$ cat src/hdl/ibp_pkg.sv
// Shared types and constants for the bandstop filter / PWM compare block.
package ibp_pkg;

  // Register map (index = paddr[4:2])
  localparam int APB_AW = 5;
  localparam logic [2:0] REG_COEF_A      = 3'd0;
  localparam logic [2:0] REG_COEF_B      = 3'd1;
  localparam logic [2:0] REG_COEF_C      = 3'd2;
  localparam logic [2:0] REG_CLAMP_LIMIT = 3'd3;
  localparam logic [2:0] REG_PWM_SCALE   = 3'd4;

  localparam logic [14:0] RST_COEF_A      = 15'd30827;
  localparam logic [14:0] RST_COEF_B      = 15'd19093;
  localparam logic [14:0] RST_COEF_C      = 15'd28891;
  localparam logic [13:0] RST_CLAMP_LIMIT = 14'd16368;
  localparam logic [15:0] RST_PWM_SCALE   = 16'd2953;

  // Sample queue between front and back
  localparam int QDEPTH = 4;
  localparam int QAW    = 2;

  typedef struct packed {
    logic [14:0] coef_a;
    logic [14:0] coef_b;
    logic [14:0] coef_c;
    logic [13:0] clamp_limit;
    logic [15:0] pwm_scale;
  } cfg_t;

  typedef struct packed {
    logic mid_vld;
    logic out_vld;
  } bk_sts_t;

endpackage

$ cat src/hdl/ibp_front.sv
// Front end: converts raw converter words to a signed sample and queues it.
module ibp_front
  import ibp_pkg::*;
(
  input  logic               clk_i,
  input  logic               rst_ni,
  input  logic               s_vld_i,
  output logic               s_rdy_o,
  input  logic [15:0]        sig_raw_i,
  input  logic [15:0]        ref_raw_i,
  output logic               q_vld_o,
  output logic signed [15:0] q_x_o,
  input  logic               q_pop_i
);

  logic signed [15:0] x;
  logic signed [15:0] mem_q [QDEPTH];
  logic [QAW-1:0]     wr_ptr_q, rd_ptr_q;
  logic [QAW:0]       cnt_q;
  logic               push;

  // halve both words, then signal minus reference; always fits 16 bits
  assign x = $signed({1'b0, sig_raw_i[15:1]}) - $signed({1'b0, ref_raw_i[15:1]});

  assign s_rdy_o = (cnt_q != (QAW+1)'(QDEPTH));
  assign q_vld_o = (cnt_q != '0);
  assign q_x_o   = mem_q[rd_ptr_q];
  assign push    = s_vld_i && s_rdy_o;

  always_ff @(posedge clk_i) begin
    if (push) begin
      mem_q[wr_ptr_q] <= x;
    end
  end

  always_ff @(posedge clk_i or negedge rst_ni) begin
    if (!rst_ni) begin
      wr_ptr_q <= '0;
      rd_ptr_q <= '0;
      cnt_q    <= '0;
    end else begin
      if (push) begin
        wr_ptr_q <= wr_ptr_q + 1'b1;
      end
      if (q_pop_i) begin
        rd_ptr_q <= rd_ptr_q + 1'b1;
      end
      case ({push, q_pop_i})
        2'b10:   cnt_q <= cnt_q + 1'b1;
        2'b01:   cnt_q <= cnt_q - 1'b1;
        default: cnt_q <= cnt_q;
      endcase
    end
  end

endmodule

$ cat src/hdl/ibp_back.sv
// Back end: recursive filter step, clamp/offset/scale, output register.
module ibp_back
  import ibp_pkg::*;
(
  input  logic               clk_i,
  input  logic               rst_ni,
  input  cfg_t               cfg_i,
  input  logic               q_vld_i,
  input  logic signed [15:0] q_x_i,
  output logic               q_pop_o,
  output logic               m_vld_o,
  input  logic               m_rdy_i,
  output logic [15:0]        filtered_o,
  output logic [14:0]        pwm_cmp_o,
  output bk_sts_t            sts_o
);

  // filter history: x0 oldest .. x2 newest, y2 older, y1 last
  logic signed [15:0] x0_q, x1_q, x2_q, y1_q, y2_q;
  logic               mid_vld_q, out_vld_q;
  logic signed [15:0] mid_y_q;
  logic [15:0]        out_y_q;
  logic [14:0]        out_cmp_q;

  logic signed [31:0] p_c, p_by, p_a0, p_b1, p_a2, acc;
  logic signed [15:0] y;
  logic signed [15:0] lim, clamped;
  logic [14:0]        offs;
  logic [30:0]        scaled;
  logic               out_rdy, mid_rdy;

  assign out_rdy = !out_vld_q || m_rdy_i;
  assign mid_rdy = !mid_vld_q || out_rdy;
  assign q_pop_o = q_vld_i && mid_rdy;

  // five parallel products, wrapping 32-bit sum
  assign p_c  = 32'($signed({1'b0, cfg_i.coef_c})) * 32'(y2_q);
  assign p_by = 32'($signed({1'b0, cfg_i.coef_b})) * 32'(y1_q);
  assign p_a0 = 32'($signed({1'b0, cfg_i.coef_a})) * 32'(x0_q);
  assign p_b1 = 32'($signed({1'b0, cfg_i.coef_b})) * 32'(x1_q);
  assign p_a2 = 32'($signed({1'b0, cfg_i.coef_a})) * 32'(x2_q);
  assign acc  = p_c - p_by + p_a0 - p_b1 + p_a2;
  assign y    = acc[31:16];

  // clamp to +/- limit, offset into 0..2*limit, scale
  assign lim = $signed({2'b00, cfg_i.clamp_limit});
  always_comb begin
    if (mid_y_q > lim) begin
      clamped = lim;
    end else if (mid_y_q < -lim) begin
      clamped = -lim;
    end else begin
      clamped = mid_y_q;
    end
  end
  assign offs   = 15'(clamped + lim);
  assign scaled = 31'(offs) * 31'(cfg_i.pwm_scale);

  always_ff @(posedge clk_i) begin
    if (q_pop_o) begin
      mid_y_q <= y;
    end
    if (mid_vld_q && out_rdy) begin
      out_y_q   <= mid_y_q;
      out_cmp_q <= scaled[30:16];
    end
  end

  always_ff @(posedge clk_i or negedge rst_ni) begin
    if (!rst_ni) begin
      x0_q      <= '0;
      x1_q      <= '0;
      x2_q      <= '0;
      y1_q      <= '0;
      y2_q      <= '0;
      mid_vld_q <= 1'b0;
      out_vld_q <= 1'b0;
    end else begin
      if (q_pop_o) begin
        y2_q <= y1_q;
        y1_q <= y;
        x0_q <= x1_q;
        x1_q <= x2_q;
        x2_q <= q_x_i;
      end
      if (mid_rdy) begin
        mid_vld_q <= q_vld_i;
      end
      if (out_rdy) begin
        out_vld_q <= mid_vld_q;
      end
    end
  end

  assign m_vld_o       = out_vld_q;
  assign filtered_o    = out_y_q;
  assign pwm_cmp_o     = out_cmp_q;
  assign sts_o.mid_vld = mid_vld_q;
  assign sts_o.out_vld = out_vld_q;

endmodule

$ cat src/hdl/iir_bandstop_to_pwm.sv
// Top level: register port, sample front end and filter back end.
// Path: input accept -> sample queue -> middle stage -> output register.
// Throughput: one item per cycle unless the output stalls; the output feedback loop
//   (five 15x16 products summed into the last-output register) sets the clock period.
// A 4-entry sample queue lets input and output stall independently.
// Reset (rst_ni, async low): histories, queue, pipeline cleared; registers to defaults.
module iir_bandstop_to_pwm
  import ibp_pkg::*;
(
  input  logic              clk_i,
  input  logic              rst_ni,
  // register port
  input  logic              psel,
  input  logic              penable,
  input  logic              pwrite,
  input  logic [APB_AW-1:0] paddr,
  input  logic [31:0]       pwdata,
  output logic [31:0]       prdata,
  output logic              pready,
  // input items
  input  logic              s_axis_tvalid,
  output logic              s_axis_tready,
  input  logic [31:0]       s_axis_tdata,  // [15:0] signal_raw, [31:16] reference_raw
  // result items
  output logic              m_axis_tvalid,
  input  logic              m_axis_tready,
  output logic [31:0]       m_axis_tdata   // [15:0] filtered, [30:16] pwm_compare, [31] 0
);

  cfg_t               cfg_q;
  logic [2:0]         reg_idx;
  logic               wr_en;
  logic               q_vld, q_pop;
  logic signed [15:0] q_x;
  logic [15:0]        filtered;
  logic [14:0]        pwm_cmp;
  bk_sts_t            bk_sts;

  // ---------------- register port ----------------
  assign pready  = 1'b1;
  assign reg_idx = paddr[4:2];
  assign wr_en   = psel && penable && pwrite && pready;

  always_ff @(posedge clk_i or negedge rst_ni) begin
    if (!rst_ni) begin
      cfg_q.coef_a      <= RST_COEF_A;
      cfg_q.coef_b      <= RST_COEF_B;
      cfg_q.coef_c      <= RST_COEF_C;
      cfg_q.clamp_limit <= RST_CLAMP_LIMIT;
      cfg_q.pwm_scale   <= RST_PWM_SCALE;
    end else if (wr_en) begin
      case (reg_idx)
        REG_COEF_A:      cfg_q.coef_a      <= pwdata[14:0];
        REG_COEF_B:      cfg_q.coef_b      <= pwdata[14:0];
        REG_COEF_C:      cfg_q.coef_c      <= pwdata[14:0];
        REG_CLAMP_LIMIT: cfg_q.clamp_limit <= pwdata[13:0];
        REG_PWM_SCALE:   cfg_q.pwm_scale   <= pwdata[15:0];
        default:         ;  // unmapped: write dropped
      endcase
    end
  end

  always_comb begin
    case (reg_idx)
      REG_COEF_A:      prdata = {17'd0, cfg_q.coef_a};
      REG_COEF_B:      prdata = {17'd0, cfg_q.coef_b};
      REG_COEF_C:      prdata = {17'd0, cfg_q.coef_c};
      REG_CLAMP_LIMIT: prdata = {18'd0, cfg_q.clamp_limit};
      REG_PWM_SCALE:   prdata = {16'd0, cfg_q.pwm_scale};
      default:         prdata = '0;
    endcase
  end

  // ---------------- front: sample conversion + queue ----------------
  ibp_front u_front (
    .clk_i     (clk_i),
    .rst_ni    (rst_ni),
    .s_vld_i   (s_axis_tvalid),
    .s_rdy_o   (s_axis_tready),
    .sig_raw_i (s_axis_tdata[15:0]),
    .ref_raw_i (s_axis_tdata[31:16]),
    .q_vld_o   (q_vld),
    .q_x_o     (q_x),
    .q_pop_i   (q_pop)
  );

  // ---------------- back: filter, scale, output register ----------------
  ibp_back u_back (
    .clk_i      (clk_i),
    .rst_ni     (rst_ni),
    .cfg_i      (cfg_q),
    .q_vld_i    (q_vld),
    .q_x_i      (q_x),
    .q_pop_o    (q_pop),
    .m_vld_o    (m_axis_tvalid),
    .m_rdy_i    (m_axis_tready),
    .filtered_o (filtered),
    .pwm_cmp_o  (pwm_cmp),
    .sts_o      (bk_sts)
  );

  assign m_axis_tdata = {1'b0, pwm_cmp, filtered};

  // ---------------- assertions ----------------
  // a full queue must be offering a sample to the back end
  a_full_has_data: assert property (@(posedge clk_i) disable iff (!rst_ni)
    !s_axis_tready |-> q_vld)
    else $error("queue full but no sample offered");

  // every popped sample lands in the middle stage
  a_pop_fills_mid: assert property (@(posedge clk_i) disable iff (!rst_ni)
    q_pop |=> bk_sts.mid_vld)
    else $error("popped sample lost before middle stage");

  // a result appears only from a filled middle stage
  a_out_from_mid: assert property (@(posedge clk_i) disable iff (!rst_ni)
    $rose(m_axis_tvalid) |-> $past(bk_sts.mid_vld))
    else $error("result valid without a sample in flight");

endmodule

$ cat config.mk
export PLATFORM = sky130hd
export DESIGN_NAME = iir_bandstop_to_pwm
export DESIGN_NICKNAME = d
export VERILOG_FILES = /design/src/hdl/ibp_pkg.sv /design/src/hdl/ibp_front.sv /design/src/hdl/ibp_back.sv /design/src/hdl/iir_bandstop_to_pwm.sv
export SDC_FILE = /design/constraint.sdc
export NUM_CORES = 2
export LEC_CHECK = 0
export ABC_AREA = 1
export BUFFER_PORTS_ARGS = -buffer_cell sky130_fd_sc_hd__clkbuf_2
export CAP_MARGIN = 20
export CORE_ASPECT_RATIO = 1.75
export CORE_UTILIZATION = 25
export DETAILED_ROUTE_END_ITERATION = 6
export PLACE_DENSITY = 0.48
export SLEW_MARGIN = 20
export SYNTH_ARGS = -nofsm -noshare
export SYNTH_HDL_FRONTEND = slang
export SYNTH_SLANG_ARGS = --single-unit
$ cat constraint.sdc
create_clock -name clk_i -period 11.93 [get_ports clk_i]
set_clock_uncertainty 0.15 [all_clocks]
set_input_delay 1.193 -clock clk_i [delete_from_list [all_inputs] [get_ports clk_i]]
set_output_delay 1.193 -clock clk_i [all_outputs]
set_load 0.005 [all_outputs]
Word-level counts from Yosys, hierarchy flattened
Memories as Yosys holds them, arrays and structs flattened. A register that Yosys moved wholly into a read port is not among the register bits. Index checks and enable logic that the tools add are counted.

Register bits after elaboration: 195. Latch bits: 0. Bits in writable memories: 64. Bits in read-only memories: 0. Input bits: 76. Output and inout port bits: 67. Memories: 1.

Memories: u_front.mem_q (depth 4, bits a word 16, read ports 1, clocked after memory_dff 1, write ports 1, RTL line ibp_front.sv:17) `logic signed [15:0] mem_q [QDEPTH];`.

$add $sub $neg: 11. Multipliers: 6. Divide/modulo/power cells: 0. Magnitude comparators: 2. Equality and inequality tests: 7. Shift-type cells: 0. Multiplexer cells: 6. Bitwise logic cells: 0. Reduce and logical (&&, ||, !) cells: 18.

Operators with widths (count): multiplier 16 x 16 -> 32 bit (5); case mux 16 bit (5 select lines) (1); adder 32 bit (2); subtractor 32 bit (2); multiplier 15 x 16 -> 31 bit (1); two-way mux 15 bit (2); greater-than comparator 16 x 15 -> 1 bit (1); < comparator 16 bit (1); negation 14 -> 16 bit (1); subtractor 15 x 15 -> 16 bit (1); adder 15 bit (1); AND reduction 2 bit (5); == test 3 x 2 -> 1 bit, second input constant (2); case mux 3 bit (2 select lines) (1); logical AND 1 bit (5); adder 2 x 1 -> 2 bit, second input constant (2); adder 3 x 1 -> 3 bit, second input constant (1); == test 3 x 1 -> 1 bit, second input constant (1); == test 3 bit, second input constant (1); logical NOT 1 bit (3); logical NOT 3 bit (1); != test 3 bit, second input constant (1); nonzero test 3 bit (1); subtractor 3 x 1 -> 3 bit, second input constant (1); other kinds (5) (7).

Longest topological paths before layout
Depth after elaboration: 6. Gate-level depth with buffers: 57. Depth with buffers taken out: 57.

Cells and area by module
A second synthesis with hierarchy kept.

Cells, all modules: 7848. Area, all modules: 64663.3 um^2.

Modules (own cells, without submodules): ibp_back (times used 1, cells each 6989, area an instance 57112.3 um^2, sequential area each 3463.3 um^2); iir_bandstop_to_pwm (times used 1, cells each 464, area an instance 3807.4 um^2, sequential area each 1928.1 um^2); ibp_front (times used 1, cells each 395, area an instance 3743.6 um^2, sequential area each 2097.0 um^2).

Worst setup path after synthesis
Ideal clock, no wire load.

Path type: register to register. Start: register cfg_q[17] (netlist name). End: register u_back.out_cmp_q[8] (netlist: u_back.pwm_cmp_o[8]) (data pin). Setup time: 258 ps. Data arrival time: 8501 ps. Data required time: 11522 ps. Path slack: 3021 ps. Cell stages (with the launch flop): 56. Buffers on the path: 1. Clock period less this slack: 8909 ps. Cell sequence: dfrtp_1 -> inv_1 -> ha_1 -> nand3_4 -> nor2_4 -> nand2_4 -> nor2_8 -> nand3_4 -> nor2_2 -> xor2_1 -> ha_1 -> nand2_1 -> nor2_1 -> inv_1 -> a21oi_1 -> nor2_1 -> nand3_2 -> nand2_4 -> [... 20 more ...] -> inv_1 -> fa_1 -> fa_1 -> fa_1 -> inv_1 -> fa_1 -> inv_1 -> ha_1 -> nand2_1 -> nor2_1 -> inv_1 -> nor3_1 -> nand2_1 -> nand3_1 -> nand2_1 -> nor2_1 -> nor2_1 -> xnor2_1.

Word-level cells in the longest chain between the ends: 6.

Ends and longest elaborated chain: start: declaration (RTL line iir_bandstop_to_pwm.sv:30) `cfg_t cfg_q;`; negation 14 -> 16 bit (RTL line ibp_back.sv:50) `end else if (mid_y_q < -lim) begin`; < comparator 16 bit (RTL line ibp_back.sv:50); two-way mux 15 bit (RTL line ibp_back.sv:50); two-way mux 15 bit (RTL line ibp_back.sv:48) `if (mid_y_q > lim) begin`; adder 15 bit (*) (RTL line ibp_back.sv:56) `assign offs = 15'(clamped + lim);`; multiplier 15 x 16 -> 31 bit (*) (RTL line ibp_back.sv:57) `assign scaled = 31'(offs) * 31'(cfg_i.pwm_scale);`; named net u_back.scaled[24] (RTL line ibp_back.sv:29) `logic [30:0] scaled;`; end signal: assignment (RTL line ibp_back.sv:65) `out_cmp_q <= scaled[30:16];`; end: declaration (RTL line ibp_back.sv:23) `logic [14:0] out_cmp_q;`.

The timed path passes the listed nets; every way through them passes the cells marked *. A chain may end at the register's enable or synchronous reset.

Final worst setup path
Start: register cfg_q[17] (netlist name). End: register u_back.out_cmp_q[10] (netlist: u_back.pwm_cmp_o[10]) (data pin).

The elaborated chain is that of the path after synthesis.

==> impl_metrics.toml <==
[status]
run_status = "finished with violations"
violations = "design-rule violations"

[critical_path]
cp_common_cell = "nand2_1"
start_kind = "flip-flop"
critPathKind = "reg -> reg"
endpoint_kind = "flip-flop"
cpPeakStageDelay_ps = 600
crit_fanout = 19
cp_slowest_cell = "fa_1"
arrival_ps = 11000
worstPathRequired_ps = 12180
cp_num_buf_inv = 6
critical-path-top-delay-family = "adder cells"

[timing]
slew_violations = 0
fin_crit_sh = 0.901
max-slew-margin-rel = 0.285
setup-violations-final = 0
finalSetupTns_ps = 0
hold_violations = 0
max_freq_mhz = 93.0
max_slew.worst_pin.slew_ps = 1070
finalCriticalPeriod_ps = 10750
rsz0062_at_grt = "no"

[final_layout]
drive_above_1_share = 0.0500
area_growth_pct = 8.09
nFillCells = 27395
finalNetCount = 9504

[logic_synthesis]
synth_edf_count = 111
synth_commonest_cells = "inv_1, nand2_1, fa_1"
synthFlopType = "dfrtp_1"
synth_top_area_share = 0.415
yosysUniqueCellTypes = 57
synth_top_area_cell = "fa_1"
seq_area_frac_synth = 0.117
synth_area_mm2 = 0.0639
synth_most_common_cell = "inv_1"
ys.warnings.count = 0
synthTopCellsByArea = "fa_1, inv_1, ha_1"
netlist_instances = 7655
avgSynthCellArea_um2 = 8.35
ys_seq_elements = 275
async_reset_ff_frac = 0.596

[die]
coreArea_mm2 = 0.254
die_x_um = 384
die_h_um = 671
rows = 245
die_area_mm2 = 0.258
num_io_pins = 143
initial_core_util = 0.251

[placed_design]
hpwl_um = 194000
place.gp.congestion = 0.964
port_buffers = 104

[global_routing]
grt_pass1_wl_um = 338000
grt_usage = 0.181
antenna_found_initial = 2
grt_max_degree = 75
grt_pass1_vias = 52862
overflow = 0

[clock_tree]
cts_root_buf = "clkbuf_16"
clkTransAtPathRegs_ps = 60
clock_latency_ps = 650
cts_tree = "built"
htreeDepth = 2
postCtsHoldBufs = 0
clock_sinks = 275
clockBufferDepth = 3
postCtsSetupBuffers = 0
cts_inserted_buffers = 40
cts.repair.resized = 0

[job]
cap_violations = 0

[routing]
firstDrtPassIters = 7
wirelength_um = 230000
wl_per_cell_um = 21.2
drt-initial-drc-count = 2633
ant_nets = 0
vias = 48092
vias_per_cell = 4.43
drc = 1

[hold_path]
hold_path.class = "reg -> reg"
## worst reg2reg max path, delay by kind of cell (launching register included)
family / cells / cell delay, ps
fa+ha+maj: 10 / 4230
simple gates: 24 / 2720
compound gates: 9 / 1870
buf+inv: 6 / 660
flops: 1 / 460
xor+xnor: 2 / 390
## kinds of logic after synthesis
| group | Yosys count | synth area share |
|---|---|---|
| buf+inv | 2645 | 0.157 |
| xor+xnor | 65 | 0.00903 |
| flops | 275 | 0.117 |
| fa+ha+maj | 1936 | 0.535 |
| simple gates | 2315 | 0.144 |
| compound gates | 417 | 0.0374 |
| other cells | 2 | 0.000118 |
## cell usage in the layout (no fill, tap or decap), types with 5 or more instances in the layout
cell type / netlist / routed
o21ai_0: 185 / 185
clkbuf_16: 0 / 42
xnor2_1: 17 / 17
a21o_1: 13 / 13
o211ai_2: 5 / 5
nor3_1: 15 / 15
nor3_2: 5 / 5
or2_2: 17 / 17
nor2_2: 14 / 18
nand2b_1: 5 / 5
fa_1: 1326 / 1326
xor2_1: 47 / 46
a21oi_1: 113 / 112
nand4_1: 9 / 9
edfxtp_1: 111 / 111
inv_6: 0 / 5
nand2_1: 1781 / 1780
conb_1: 2 / 18
nor4_1: 7 / 7
o211ai_1: 14 / 14
o21bai_1: 10 / 10
clkbuf_2: 0 / 103
a31oi_1: 13 / 13
nand3_1: 87 / 87
ha_1: 610 / 610
dfstp_2: 41 / 41
and2_1: 11 / 11
nand2_4: 5 / 6
nand3b_1: 9 / 9
inv_1: 2225 / 2225
inv_2: 10 / 9
a21boi_0: 5 / 5
buf_4: 19 / 80
o21ai_1: 17 / 17
dfrtp_1: 123 / 122
o32ai_1: 16 / 16
clkinv_2: 0 / 8
nor2_1: 332 / 328
a221oi_1: 14 / 14
## flip-flops by register name (all words and copies together) (netlist names), 2 cells and up
register / cells
cfg_q: 75
u_front.mem_q: 64
u_back.filtered_o: 16
u_back.mid_y_q: 16
u_back.x0_q: 16
u_back.x1_q: 16
u_back.x2_q: 16
u_back.y1_q: 16
u_back.y2_q: 16
u_back.pwm_cmp_o: 15
u_front.cnt_q: 3
u_front.rd_ptr_q: 2
u_front.wr_ptr_q: 2
## final timing paths
kind                                         to              from  cells after the start  slack [ps]
min in group asynchronous       u_back.y2_q[13]            rst_ni                      1         370
hold reg to reg                u_front.cnt_q[0]  u_front.cnt_q[0]                      1         320
setup / recovery           u_back.pwm_cmp_o[10]         cfg_q[17]                     51        1180
max in group asynchronous             cfg_q[16]            rst_ni                      2        9880
setup reg to reg           u_back.pwm_cmp_o[10]         cfg_q[17]                     51        1180
hold / removal                 u_front.cnt_q[0]  u_front.cnt_q[0]                      1         320
## per-layer routing
layer	share of wire	vias to the layer above	global-route usage
met4	0.11	2	0.158
met1	0.31	24543	0.167
met2	0.55	1452	0.350
li1	-	21459	-
met3	0.034	636	0.0155
met5	0.000070	-	0
## cell type report
class	instances	area (um^2)	share of cell area
inverter	2240	8410	0.122
antenna	1	2.50	0.0000362
clock inverter	27	310	0.00449
timing repair buffer	184	1130	0.0164
clock buffer	47	1080	0.0156
tap	3334	4170	0.0604
sequential	275	7490	0.108
multi-input combinational	4751	46500	0.673
## through the flow
stage | setup slack, ps | hold WS (ps) | cell area [um^2] | utilization | instances
2_1_floorplan | 3020 | 294 | 64000 | - | 7671
3_3_place_gp | 1190 | 311 | 67700 | 0.266 | 10784
3_5_place_dp | 1200 | 313 | 67700 | 0.266 | 10784
4_1_cts | 1170 | 325 | 69100 | 0.272 | 10858
5_1_grt | 443 | 351 | 69100 | 0.272 | 10858
6_report | 1180 | 320 | 69100 | 0.272 | 10859
Power is left out: the tool's default activity adds up to more than one toggle a clock period on the data nets, which glitch-free logic cannot reach.
